### config.mk
export PLATFORM = sky130hd
export DESIGN_NAME = scaled_day_time_clock_top
export DESIGN_NICKNAME = d
export VERILOG_FILES = /design/src/design/sdtc_pkg.sv /design/src/design/sdtc_div.sv /design/src/design/scaled_day_time_clock_top.sv
export SDC_FILE = /design/constraint.sdc
export NUM_CORES = 1
export LEC_CHECK = 0
export ABC_AREA = 1
export CORE_ASPECT_RATIO = 0.8
export CORE_UTILIZATION = 45
export DETAILED_ROUTE_END_ITERATION = 16
export DONT_BUFFER_PORTS = 1
export PLACE_DENSITY = 0.6
export SLEW_MARGIN = 10
export SYNTH_ARGS = -nofsm -noshare
export SYNTH_HDL_FRONTEND = slang
export SYNTH_SLANG_ARGS = --single-unit
### constraint.sdc
create_clock -name clk -period 17.45 [get_ports clk]
set_clock_uncertainty 0.1 [all_clocks]
set_input_delay 2.6175 -clock clk [delete_from_list [all_inputs] [get_ports clk]]
set_output_delay 2.6175 -clock clk [all_outputs]
set_load 0.01 [all_outputs]
### src/design/sdtc_pkg.sv
// shared types and constants of the scaled day-time clock
// no dependencies; imported by sdtc_div and scaled_day_time_clock_top
package sdtc_pkg;

  // time constants in milliseconds
  localparam logic [27:0] MS_PER_SEC  = 28'd1000;
  localparam logic [27:0] MS_PER_MIN  = 28'd60000;
  localparam logic [27:0] MS_PER_HOUR = 28'd3600000;
  localparam logic [27:0] MS_PER_DAY  = 28'd86400000;

  // request kinds
  localparam logic [1:0] REQ_SET_ABS = 2'd0;
  localparam logic [1:0] REQ_SET_DAY = 2'd1;
  localparam logic [1:0] REQ_STEP    = 2'd2;
  localparam logic [1:0] REQ_ADVANCE = 2'd3;

  // step units
  localparam logic [2:0] UNIT_MS   = 3'd0;
  localparam logic [2:0] UNIT_SEC  = 3'd1;
  localparam logic [2:0] UNIT_MIN  = 3'd2;
  localparam logic [2:0] UNIT_HOUR = 3'd3;
  localparam logic [2:0] UNIT_DAY  = 3'd4;

  // shared divider widths
  localparam int DIV_NUM_W = 28;
  localparam int DIV_DEN_W = 42;
  localparam int DIV_QUO_W = 26;
  localparam int DIV_CNT_W = 5;

  // quotient bit counts for each division
  localparam logic [DIV_CNT_W-1:0] STEPS_RATE = 5'd26;
  localparam logic [DIV_CNT_W-1:0] STEPS_HOUR = 5'd5;
  localparam logic [DIV_CNT_W-1:0] STEPS_MIN  = 5'd6;
  localparam logic [DIV_CNT_W-1:0] STEPS_SEC  = 5'd6;

  // command to the shared divider
  typedef struct packed {
    logic                 start;
    logic [DIV_NUM_W-1:0] num;
    logic [DIV_DEN_W-1:0] den;    // divisor already shifted to the top quotient bit
    logic [DIV_CNT_W-1:0] steps;
  } div_cmd_t;

endpackage

### src/design/sdtc_div.sv
// shared restoring divider: one compare and subtract per cycle
// depends on sdtc_pkg
module sdtc_div (
  input  logic                     clk,
  input  logic                     rst_n,
  input  sdtc_pkg::div_cmd_t       cmd,
  output logic                     busy,
  output logic [sdtc_pkg::DIV_QUO_W-1:0] quo,
  output logic [sdtc_pkg::DIV_NUM_W-1:0] rem
);
  import sdtc_pkg::*;

  logic [DIV_NUM_W-1:0] rem_r;
  logic [DIV_DEN_W-1:0] den_r;
  logic [DIV_QUO_W-1:0] quo_r;
  logic [DIV_CNT_W-1:0] cnt_r;
  logic                 fits;

  // trial compare of remainder against shifted divisor
  assign fits = {{(DIV_DEN_W-DIV_NUM_W){1'b0}}, rem_r} >= den_r;

  // iteration registers
  always_ff @(posedge clk) begin
    if (!rst_n) begin
      cnt_r <= '0;
    end else if (cmd.start) begin
      rem_r <= cmd.num;
      den_r <= cmd.den;
      quo_r <= '0;
      cnt_r <= cmd.steps;
    end else if (cnt_r != '0) begin
      if (fits) begin
        rem_r <= rem_r - den_r[DIV_NUM_W-1:0];
      end
      quo_r <= {quo_r[DIV_QUO_W-2:0], fits};
      den_r <= den_r >> 1;
      cnt_r <= cnt_r - 1'b1;
    end
  end

  assign busy = (cnt_r != '0);
  assign quo  = quo_r;
  assign rem  = rem_r;

endmodule

### src/design/scaled_day_time_clock_top.sv
// top level of the scaled day-time clock: request sequencer and clock state
// depends on sdtc_pkg and sdtc_div
//
// Usage:
//   in_*  : one request per transaction; in_tuser carries the request kind,
//           in_tdata the set values, the real milliseconds and the step fields.
//   out_* : one result per request with the decoded time; out_tuser is the
//           accepted flag.
//   cfg_* : write of the real-milliseconds-per-virtual-second register
//           (always ready; write only while no request is in flight).
// Sequence: the shared divider does the work of each request: 26 quotient
//   steps for the rate scaling of advance requests, then 5 + 6 + 6 steps to
//   decode hours, minutes and seconds. in_tready is high only when the
//   sequencer is idle, so a new request is accepted only after the previous
//   one has loaded its result into the output register.
// Reset: day count and time of day go to zero, the rate register to 1000.
// Stall: a finished result waits in the output register; the next request
//   may already be accepted and runs until its own result must be loaded.
module scaled_day_time_clock_top #(
  parameter int DAY_BITS = 16
) (
  input  logic        clk,
  input  logic        rst_n,
  // request channel
  input  logic        in_tvalid,
  output logic        in_tready,
  input  logic [63:0] in_tdata,   // day_value, hour_value, minute_value, second_value,
                                  // milli_value, step_unit, step_down, zero fill
  input  logic [1:0]  in_tuser,   // req_type
  // result channel
  output logic        out_tvalid,
  input  logic        out_tready,
  output logic [71:0] out_tdata,  // day_now, hour_now, minute_now, second_now,
                                  // milli_now, ms_of_day, zero fill
  output logic [0:0]  out_tuser,  // accepted
  // configuration channel
  input  logic        cfg_valid,
  output logic        cfg_ready,
  input  logic [15:0] cfg_data
);
  import sdtc_pkg::*;

  localparam int CW = (DAY_BITS > 16) ? DAY_BITS : 16;
  localparam logic [DAY_BITS-1:0] DAY_MAX = {DAY_BITS{1'b1}};

  typedef enum logic [3:0] {
    S_IDLE, S_EXEC, S_SET_B, S_SET_C, S_RATE_WAIT, S_ADD,
    S_DEC_H, S_WAIT_H, S_WAIT_M, S_WAIT_S, S_OUT
  } state_t;

  state_t               state_r;
  logic [DAY_BITS-1:0]  day_count_r;
  logic [26:0]          day_millis_r;
  logic [15:0]          rate_r;

  // captured request
  logic [1:0]           req_r;
  logic [15:0]          day_r;
  logic [7:0]           h_r, m_r, s_r;
  logic [15:0]          ms_r;
  logic [2:0]           unit_r;
  logic                 down_r;

  logic [26:0]          acc_r;
  logic                 ok_r;
  logic [4:0]           hour_r;
  logic [5:0]           min_r;
  logic [5:0]           sec_r;

  logic                 out_valid_r;
  logic [71:0]          out_data_r;
  logic                 out_user_r;

  // shared divider
  div_cmd_t             div_cmd;
  logic                 div_busy;
  logic [DIV_QUO_W-1:0] div_quo;
  logic [DIV_NUM_W-1:0] div_rem;

  sdtc_div u_div (
    .clk   (clk),
    .rst_n (rst_n),
    .cmd   (div_cmd),
    .busy  (div_busy),
    .quo   (div_quo),
    .rem   (div_rem)
  );

  // combinational helpers
  logic [15:0]         rate_eff;
  logic [25:0]         real_scaled;
  logic                set_valid;
  logic [26:0]         set_a, set_b, set_c;
  logic [CW-1:0]       day_ext;
  logic [DAY_BITS-1:0] day_sat;
  logic [27:0]         dm_ext, step_d, addend, sum, sum_wrap, dm_diff;
  logic                roll;
  logic [DAY_BITS-1:0] day_roll;
  logic                step_ok;
  logic [26:0]         step_dm;
  logic [DAY_BITS-1:0] step_day;
  logic [CW-1:0]       day_now_ext;

  assign rate_eff    = (rate_r == 16'd0) ? 16'd1 : rate_r;
  assign real_scaled = 26'(ms_r) * 26'd1000;

  // set value check and horner evaluation of the time of day
  assign set_valid = (h_r < 8'd24) && (m_r < 8'd60) && (s_r < 8'd60) && (ms_r < 16'd1000);
  assign set_a     = 27'(h_r) * 27'd60 + 27'(m_r);
  assign set_b     = acc_r * 27'd60 + 27'(s_r);
  assign set_c     = acc_r * 27'd1000 + 27'(ms_r);
  assign day_ext   = CW'(day_r);
  assign day_sat   = (day_ext > CW'(DAY_MAX)) ? DAY_MAX : day_ext[DAY_BITS-1:0];

  // unit size for steps
  always_comb begin
    unique case (unit_r)
      UNIT_MS:   step_d = 28'd1;
      UNIT_SEC:  step_d = MS_PER_SEC;
      UNIT_MIN:  step_d = MS_PER_MIN;
      default:   step_d = MS_PER_HOUR;
    endcase
  end

  // add with midnight rollover, shared by steps and advances
  assign dm_ext   = {1'b0, day_millis_r};
  assign addend   = (state_r == S_ADD) ? 28'(div_quo) : step_d;
  assign sum      = dm_ext + addend;
  assign roll     = (sum >= MS_PER_DAY);
  assign sum_wrap = roll ? (sum - MS_PER_DAY) : sum;
  assign day_roll = (roll && day_count_r != DAY_MAX) ? day_count_r + 1'b1 : day_count_r;
  assign dm_diff  = dm_ext - step_d;

  // step request outcome
  always_comb begin
    step_ok  = 1'b0;
    step_dm  = day_millis_r;
    step_day = day_count_r;
    priority if (unit_r <= UNIT_HOUR && !down_r) begin
      step_ok  = 1'b1;
      step_dm  = sum_wrap[26:0];
      step_day = day_roll;
    end else if (unit_r <= UNIT_HOUR && dm_ext >= step_d) begin
      step_ok = 1'b1;
      step_dm = dm_diff[26:0];
    end else if (unit_r == UNIT_HOUR && day_count_r != '0) begin
      step_ok  = 1'b1;
      step_dm  = day_millis_r + 27'd82800000;
      step_day = day_count_r - 1'b1;
    end else if (unit_r == UNIT_DAY && !down_r && day_count_r != DAY_MAX) begin
      step_ok  = 1'b1;
      step_day = day_count_r + 1'b1;
    end else if (unit_r == UNIT_DAY && down_r && day_count_r != '0) begin
      step_ok  = 1'b1;
      step_day = day_count_r - 1'b1;
    end else begin
      step_ok = 1'b0;
    end
  end

  // divider commands issued by the sequencer
  always_comb begin
    div_cmd = '0;
    unique case (state_r)
      S_EXEC: begin
        if (req_r == REQ_ADVANCE) begin
          div_cmd.start = 1'b1;
          div_cmd.num   = DIV_NUM_W'(real_scaled);
          div_cmd.den   = {1'b0, rate_eff, 25'd0};
          div_cmd.steps = STEPS_RATE;
        end
      end
      S_DEC_H: begin
        div_cmd.start = 1'b1;
        div_cmd.num   = dm_ext;
        div_cmd.den   = DIV_DEN_W'(MS_PER_HOUR) << 4;
        div_cmd.steps = STEPS_HOUR;
      end
      S_WAIT_H: begin
        div_cmd.start = !div_busy;
        div_cmd.num   = div_rem;
        div_cmd.den   = DIV_DEN_W'(MS_PER_MIN) << 5;
        div_cmd.steps = STEPS_MIN;
      end
      S_WAIT_M: begin
        div_cmd.start = !div_busy;
        div_cmd.num   = div_rem;
        div_cmd.den   = DIV_DEN_W'(MS_PER_SEC) << 5;
        div_cmd.steps = STEPS_SEC;
      end
      default: div_cmd = '0;
    endcase
  end

  // sequencer, clock state and output register
  always_ff @(posedge clk) begin
    if (!rst_n) begin
      state_r      <= S_IDLE;
      day_count_r  <= '0;
      day_millis_r <= '0;
      rate_r       <= 16'd1000;
      out_valid_r  <= 1'b0;
    end else begin
      if (cfg_valid) begin
        rate_r <= cfg_data;
      end
      // the output state reloads the register itself
      if (out_valid_r && out_tready && state_r != S_OUT) begin
        out_valid_r <= 1'b0;
      end
      unique case (state_r)
        S_IDLE: begin
          if (in_tvalid) begin
            req_r   <= in_tuser;
            day_r   <= in_tdata[15:0];
            h_r     <= in_tdata[23:16];
            m_r     <= in_tdata[31:24];
            s_r     <= in_tdata[39:32];
            ms_r    <= in_tdata[55:40];
            unit_r  <= in_tdata[58:56];
            down_r  <= in_tdata[59];
            state_r <= S_EXEC;
          end
        end
        S_EXEC: begin
          unique case (req_r)
            REQ_SET_ABS, REQ_SET_DAY: begin
              ok_r    <= 1'b0;
              acc_r   <= set_a;
              state_r <= set_valid ? S_SET_B : S_DEC_H;
            end
            REQ_STEP: begin
              ok_r         <= step_ok;
              day_millis_r <= step_dm;
              day_count_r  <= step_day;
              state_r      <= S_DEC_H;
            end
            default: begin
              ok_r    <= 1'b0;
              state_r <= S_RATE_WAIT;
            end
          endcase
        end
        S_SET_B: begin
          acc_r   <= set_b;
          state_r <= S_SET_C;
        end
        S_SET_C: begin
          day_millis_r <= set_c;
          if (req_r == REQ_SET_ABS) begin
            day_count_r <= day_sat;
          end
          ok_r    <= 1'b1;
          state_r <= S_DEC_H;
        end
        S_RATE_WAIT: begin
          if (!div_busy) begin
            state_r <= S_ADD;
          end
        end
        S_ADD: begin
          if (div_quo != '0) begin
            day_millis_r <= sum_wrap[26:0];
            day_count_r  <= day_roll;
            ok_r         <= 1'b1;
          end
          state_r <= S_DEC_H;
        end
        S_DEC_H: begin
          state_r <= S_WAIT_H;
        end
        S_WAIT_H: begin
          if (!div_busy) begin
            hour_r  <= div_quo[4:0];
            state_r <= S_WAIT_M;
          end
        end
        S_WAIT_M: begin
          if (!div_busy) begin
            min_r   <= div_quo[5:0];
            state_r <= S_WAIT_S;
          end
        end
        S_WAIT_S: begin
          if (!div_busy) begin
            sec_r   <= div_quo[5:0];
            state_r <= S_OUT;
          end
        end
        S_OUT: begin
          if (!out_valid_r || out_tready) begin
            out_valid_r <= 1'b1;
            out_user_r  <= ok_r;
            out_data_r  <= {2'b00, day_millis_r, div_rem[9:0], sec_r, min_r, hour_r,
                            day_now_ext[15:0]};
            state_r     <= S_IDLE;
          end
        end
        default: state_r <= S_IDLE;
      endcase
    end
  end

  assign day_now_ext = CW'(day_count_r);

  assign in_tready  = (state_r == S_IDLE);
  assign out_tvalid = out_valid_r;
  assign out_tdata  = out_data_r;
  assign out_tuser  = out_user_r;
  assign cfg_ready  = 1'b1;

endmodule
==> metrics.md, run 1 <==
| Metric | Value |
|---|---|
| Die ar. | 68200 sq um |
| Cell taking the most area after synthesis | edfxtp_1 |
| Initial antenna violation count | 6 |
| CP max stage delay | 0.62 ns |
| Placed insts | 4661 |
| CTS clk-pin slew, worst paths | 0.06 ns |
| Layout cells sized above 1 | 4.60% |
| RD Place Congestion | 0.956 |
| Ports | 163 |
| Nets | 4335 |
| Synthesized area | 30200 sq um |
| List of most frequent post-synthesis cells | 882 x nand2_1, 609 x inv_1, 328 x nor2_1, 281 x a21oi_1, 270 x edfxtp_1 |
| Vias in the first global route | 23600 |
| Count leader, synth | nand2_1 |
| Fillers | 6440 |
| Status | finished, final reports clean |
| Row cnt | 84 |
| Most used cell, CP | nor2_1 |
| GR Layer Usage met1 | 35.0% |
| DRC | 0 |
| Startpoint types | register |
| Register area share after synthesis | 31.4% |
| Crit end category | register |
| TritonCTS buffer count | 39 |
| Max-slew violation count | 0 |
| Critical path required time | 17.83 ns |
| Port bufs | 0 |
| Worst slew pin tran | 1.13 ns |
| Root Driver | clkbuf_16 |
| Endpoints failing setup | 0 |
| CTS Buffer Depth | 3 |
| CP Max Fanout | 6 |
| Share of the synthesized area in the top cell type | 26.9% |
| Core Area | 66000 sq um |
| Finished Core Util | 49.2% |
| Initial Util | 45.7% |
| # resized after CTS | 0 |
| CTS tree | yes |
| Fin crit period | 6.71 ns |
| Unique masters post-synth | 70 |
| Antenna-violating nets left | 0 |
| Type of the most critical hold path | reg2reg |
| Via/cell ratio | 5.34 |
| Total Routing Usage GR | 24.6% |
| Period utilization | 38.4% |
| Setup TNS | 0 ns |
| DP Wirelength | 65500 um |
| Gr busiest metal | met2 |
| Ys async rst share | 0% |
| Flop2flop setup slack | 10.74 ns |
| CP Class | reg2reg |
| Die height | 234 um |
| RSZ-0062 raised after global routing | false |
| Max-cap violations | 0 |
| EDFF count, synth | 270 |
| Post-Layout Cell Count | 4734 |
| Routed WL | 83200 um |
| Slew HR | 24.5% |
| Met3 Track Usage GR | 4.68% |
| Routed via count | 25300 |
| Drt wl/cell | 17.6 um |
| Largest net degree at the start of global routing | 69 |
| Global-route wire length before repair | 132000 um |
| Synth warn | 0 |
| Critical path arrival | 7.09 ns |
| Post-CTS Setup Inserts | 0 |
| Gr ovfl total | 0 |
| Met2 usage | 38.1% |
| Fmax | 149 MHz |
| DIE WIDTH | 292 um |
| Mean Syn Cell Area | 7.83 sq um |
| H-tree depth | 2 |
| Worst path slowest cell | fa_1 |
| Router iterations before antenna repair | 5 |
| Initial DRC count | 2039 |
| Yosys reg bits | 339 |
| Layout overhead on the synthesized area | 7.64% |
| Cells after Synth | 3855 |
| Clk sinks | 339 |
| Synth Flop Type | edfxtp_1 |
| Final Hold Vio Count | 0 |
| Hold-fix buffers at CTS | 0 |
| Synth top area cells | edfxtp_1 27%, nand2_1 11%, fa_1 11%, ha_1 10%, inv_1 7.6% |
| Worst-Skew Late Latency | 0.60 ns |
==> routing by layer <==
layer	up-vias	part of all wire (%)	wire [um]
li1	12700	-	-
met1	11800	47	39500
met2	622	43	35800
met3	110	6.8	5700
met4	8	2.5	2100
met5	-	0.066	55
==> flip-flops by register name, summed over array words and instances, names as in the netlist, 16 cells and up <==
signal	cells
u_div.rem	28
ms_r	16
u_div.den_r	41
day_millis_r	27
acc_r	24
day_ext	16
u_div.quo	26
day_count_r	16
rate_r	16
out_tdata	70
==> worst max-delay path: cells and delay by family, from the launching register on <==
kind	cells	cell delay, ns
buffers and inverters	3	0.20
and+or+nand+nor	12	1.58
adders and majority gates	6	2.82
xor gates and xnor gates	1	0.17
AOI/OAI and AO/OA	6	1.20
DFF	1	0.54
==> cell type report <==
cell class              count  area, sq um  area share (%)
flip-flops and latches    339         9490            29.2
well taps                 860         1080            3.31
clock inverters            31          375            1.15
multi-input cells        2809        18000            55.4
diodes                      1         2.50         0.00770
inverters                 628         2360            7.27
repair buffers             25          188           0.577
clock buffers              41          993            3.06
==> worst paths after layout <==
path	depth (start not counted)	from	to
max	28	acc_r[1]	day_millis_r[26]
min	0	hour_r[3]	out_tdata[19]
max reg2reg	28	acc_r[1]	day_millis_r[26]
min reg2reg	0	hour_r[3]	out_tdata[19]
==> per-stage QoR <==
| step | area [sq um] | setup WS [ns] | hold slack [ns] |
|---|---|---|---|
| 3_3_place_gp | 31100 | 10.82 | 0.301 |
| 2_1_floorplan | 30200 | 6.99 | 0.300 |
| 4_1_cts | 32500 | 10.80 | 0.320 |
| 5_1_grt | 32500 | 10.24 | 0.323 |
| 6_report | 32500 | 10.74 | 0.319 |
| 3_5_place_dp | 31100 | 10.85 | 0.305 |
==> cells by family after synthesis <==
group | synth area share (%)
AOI/OAI and AO/OA | 12.6
muxes | 0.0331
and+or+nand+nor | 22.6
xor gates and xnor gates | 3.31
adders and majority gates | 20.9
buffers and inverters | 9.10
DFF | 31.4
other | 0.0249
==> cell usage in the layout, fill, tap and decap left out, types with 9 or more instances in the layout <==
cell type,Yosys,layout
nand2_1,882,882
inv_1,609,607
nor2_1,328,324
a21oi_1,281,280
edfxtp_1,270,270
ha_1,243,243
o21ai_0,226,226
nand3_1,198,198
fa_1,163,163
xor2_1,79,79
dfxtp_1,69,69
nand4_1,56,56
clkbuf_16,0,39
xnor2_1,35,35
nor3_1,33,33
o211ai_1,31,31
buf_4,3,25
nand3b_1,23,23
o21bai_1,21,21
nor4_1,22,20
nand2_2,19,19
inv_2,14,16
nor2_2,14,15
o31ai_1,14,14
o21ai_1,14,14
or2_2,13,13
a31oi_1,13,13
clkinv_1,4,9
Power of run 1 is not shown: default switching activity piles up to over one toggle a cycle in this logic, so the estimate is an artifact.
==> inputs of run 2 (changes only) <==
Settings changed: PLACE_DENSITY 0.6 to 0.62.
Clock period 17.45 ns to 5.82 ns, I/O delays scaled along.
==> metrics.md, run 2 (same netlist as run 1, synthesis figures left out) <==
| Metric | Value |
|---|---|
| Vias in the first global route | 24400 (+3.2%) |
| Global-route wire length before repair | 134000 um (+1.5%) |
| Worst reg2reg startpoint | acc_r[2] |
| CP Max Fanout | 4 (-2) |
| Initial antenna violation count | 2 (-4) |
| Max-cap violations | 0 (unchanged) |
| Worst-Skew Late Latency | 0.60 ns (about the same) |
| Antenna-violating nets left | 0 (unchanged) |
| Nets | 4436 (+2.3%) |
| RSZ-0062 raised after global routing | true |
| CTS tree | yes |
| Worst hold path cell count | 0 (unchanged) |
| Slew HR | 27.8% (+3.3 points) |
| Gr ovfl total | 0 (unchanged) |
| Drt wl/cell | 17.5 um (-0.38%) |
| Endpoints failing setup | 0 (unchanged) |
| H-tree depth | 2 (unchanged) |
| Die height | 234 um (unchanged) |
| Root Driver | clkbuf_16 |
| Worst path slowest cell | fa_2 |
| Die ar. | 68200 sq um (unchanged) |
| Ant. Diodes | 0 (-1) |
| Ports | 163 (unchanged) |
| Initial DRC count | 2018 (-1.0%) |
| RD Place Congestion | 0.976 (+2.0%) |
| Row cnt | 84 (unchanged) |
| Routed WL | 84700 um (+1.7%) |
| Layout cells sized above 1 | 8.38% (+3.8 points) |
| Fin crit period | 5.67 ns (-1.04 ns) |
| CP max stage delay | 0.60 ns (-0.02 ns) |
| Router iterations before antenna repair | 5 (unchanged) |
| Most used cell, CP | fa_1 |
| Status | finished, final reports clean |
| Worst reg-to-reg path cell count | 30 (+7.1%) |
| Max FFs per register | 70 (unchanged) |
| Startpoint types | register |
| Critical path arrival | 6.07 ns (-1.02 ns) |
| Crit end category | register |
| Top Family by Delay on Critical Path | adder cells |
| Routed via count | 25700 (+1.8%) |
| Clk sinks | 339 (unchanged) |
| Max-slew violation count | 0 (unchanged) |
| Critical path required time | 6.23 ns (-11.60 ns) |
| Final Hold Vio Count | 0 (unchanged) |
| CTS clk-pin slew, worst paths | 0.07 ns (about the same) |
| Flop2flop setup slack | 0.15 ns (-10.59 ns) |
| Initial Util | 45.7% (unchanged) |
| Total Routing Usage GR | 24.8% (+0.24 points) |
| CP Class | reg2reg |
| Fmax | 176 MHz (+18%) |
| Hold-fix buffers at CTS | 0 (unchanged) |
| Crit Reg-Reg Endpoint | day_millis_r[26] |
| Hold Path End | ms_r[2] |
| WP buf/inv | 6 (+3) |
| Period utilization | 97.4% (+59 points) |
| Worst slew pin tran | 1.08 ns (-0.0458 ns) |
| Placed insts | 4742 (+1.7%) |
| Largest net degree at the start of global routing | 69 (unchanged) |
| Layout overhead on the synthesized area | 11.2% |
| DIE WIDTH | 292 um (unchanged) |
| CTS Buffer Depth | 3 (unchanged) |
| Commonest cells after routing, fill and taps aside | 869 x nand2_1, 598 x inv_1, 317 x nor2_1 |
| Commonest non-fill, non-tap cell in the layout | nand2_1 |
| DP Wirelength | 66600 um (+1.8%) |
| Core Area | 66000 sq um (unchanged) |
| Post-Layout Cell Count | 4835 (+2.1%) |
| Port bufs | 0 (unchanged) |
| Type of the most critical hold path | in2reg |
| DRC | 0 (unchanged) |
| Hold_sp | in_tdata[42] |
| Via/cell ratio | 5.32 (-0.35%) |
| TritonCTS buffer count | 40 (+2.6%) |
==> run 2: stage by stage <==
stage	instance area [sq um]	util [%]	hold WS, ns	worst slack (ns)	TNS (ns)
after detailed placement	31800	48.2	0.305	-0.278	-0.792
final	33600	50.9	0.261	0.150	0
after CTS	33200	50.2	0.231	0.0163	0
after global placement	31800	48.2	0.302	-0.205	-0.404
after global routing	33600	50.9	0.241	-0.149	-0.390
after floorplan	30200	-	0.300	0.0394	0
==> run 2: area by class of cell <==
cell class,instances,area [sq um]
well taps,860,1080
repair buffers,125,990
inverters,628,2360
clock inverters,26,295
clock buffers,48,1040
flip-flops and latches,339,9490
multi-input cells,2809,18300
fillers,6375,32400
==> run 2: repair_timing <==
action / in CTS / in global routing
pin swaps: 4 / 61
resized for setup: 17 / 68
setup buffers: 1 / 19
endpoints found under the setup margin: 7 / 11
==> run 2: worst max path at each step <==
stage	startpoint	end	cells past startpoint
final	acc_r[2]	day_millis_r[26]	30
after global routing	acc_r[2]	day_millis_r[26]	30
after CTS	acc_r[2]	day_millis_r[26]	31
after detailed placement	acc_r[3]	day_millis_r[26]	29
after global placement	acc_r[3]	day_millis_r[26]	29
after floorplan	acc_r[3]	day_millis_r[26]	28
==> run 2: per-layer routing <==
layer | routed length, um | GRT usage, %
met4 | 1720 | 5.90
met3 | 4890 | 3.18
met2 | 37100 | 38.7
met5 | 26 | 0
met1 | 40900 | 36.4
Power of run 2 is left out for the same reason.
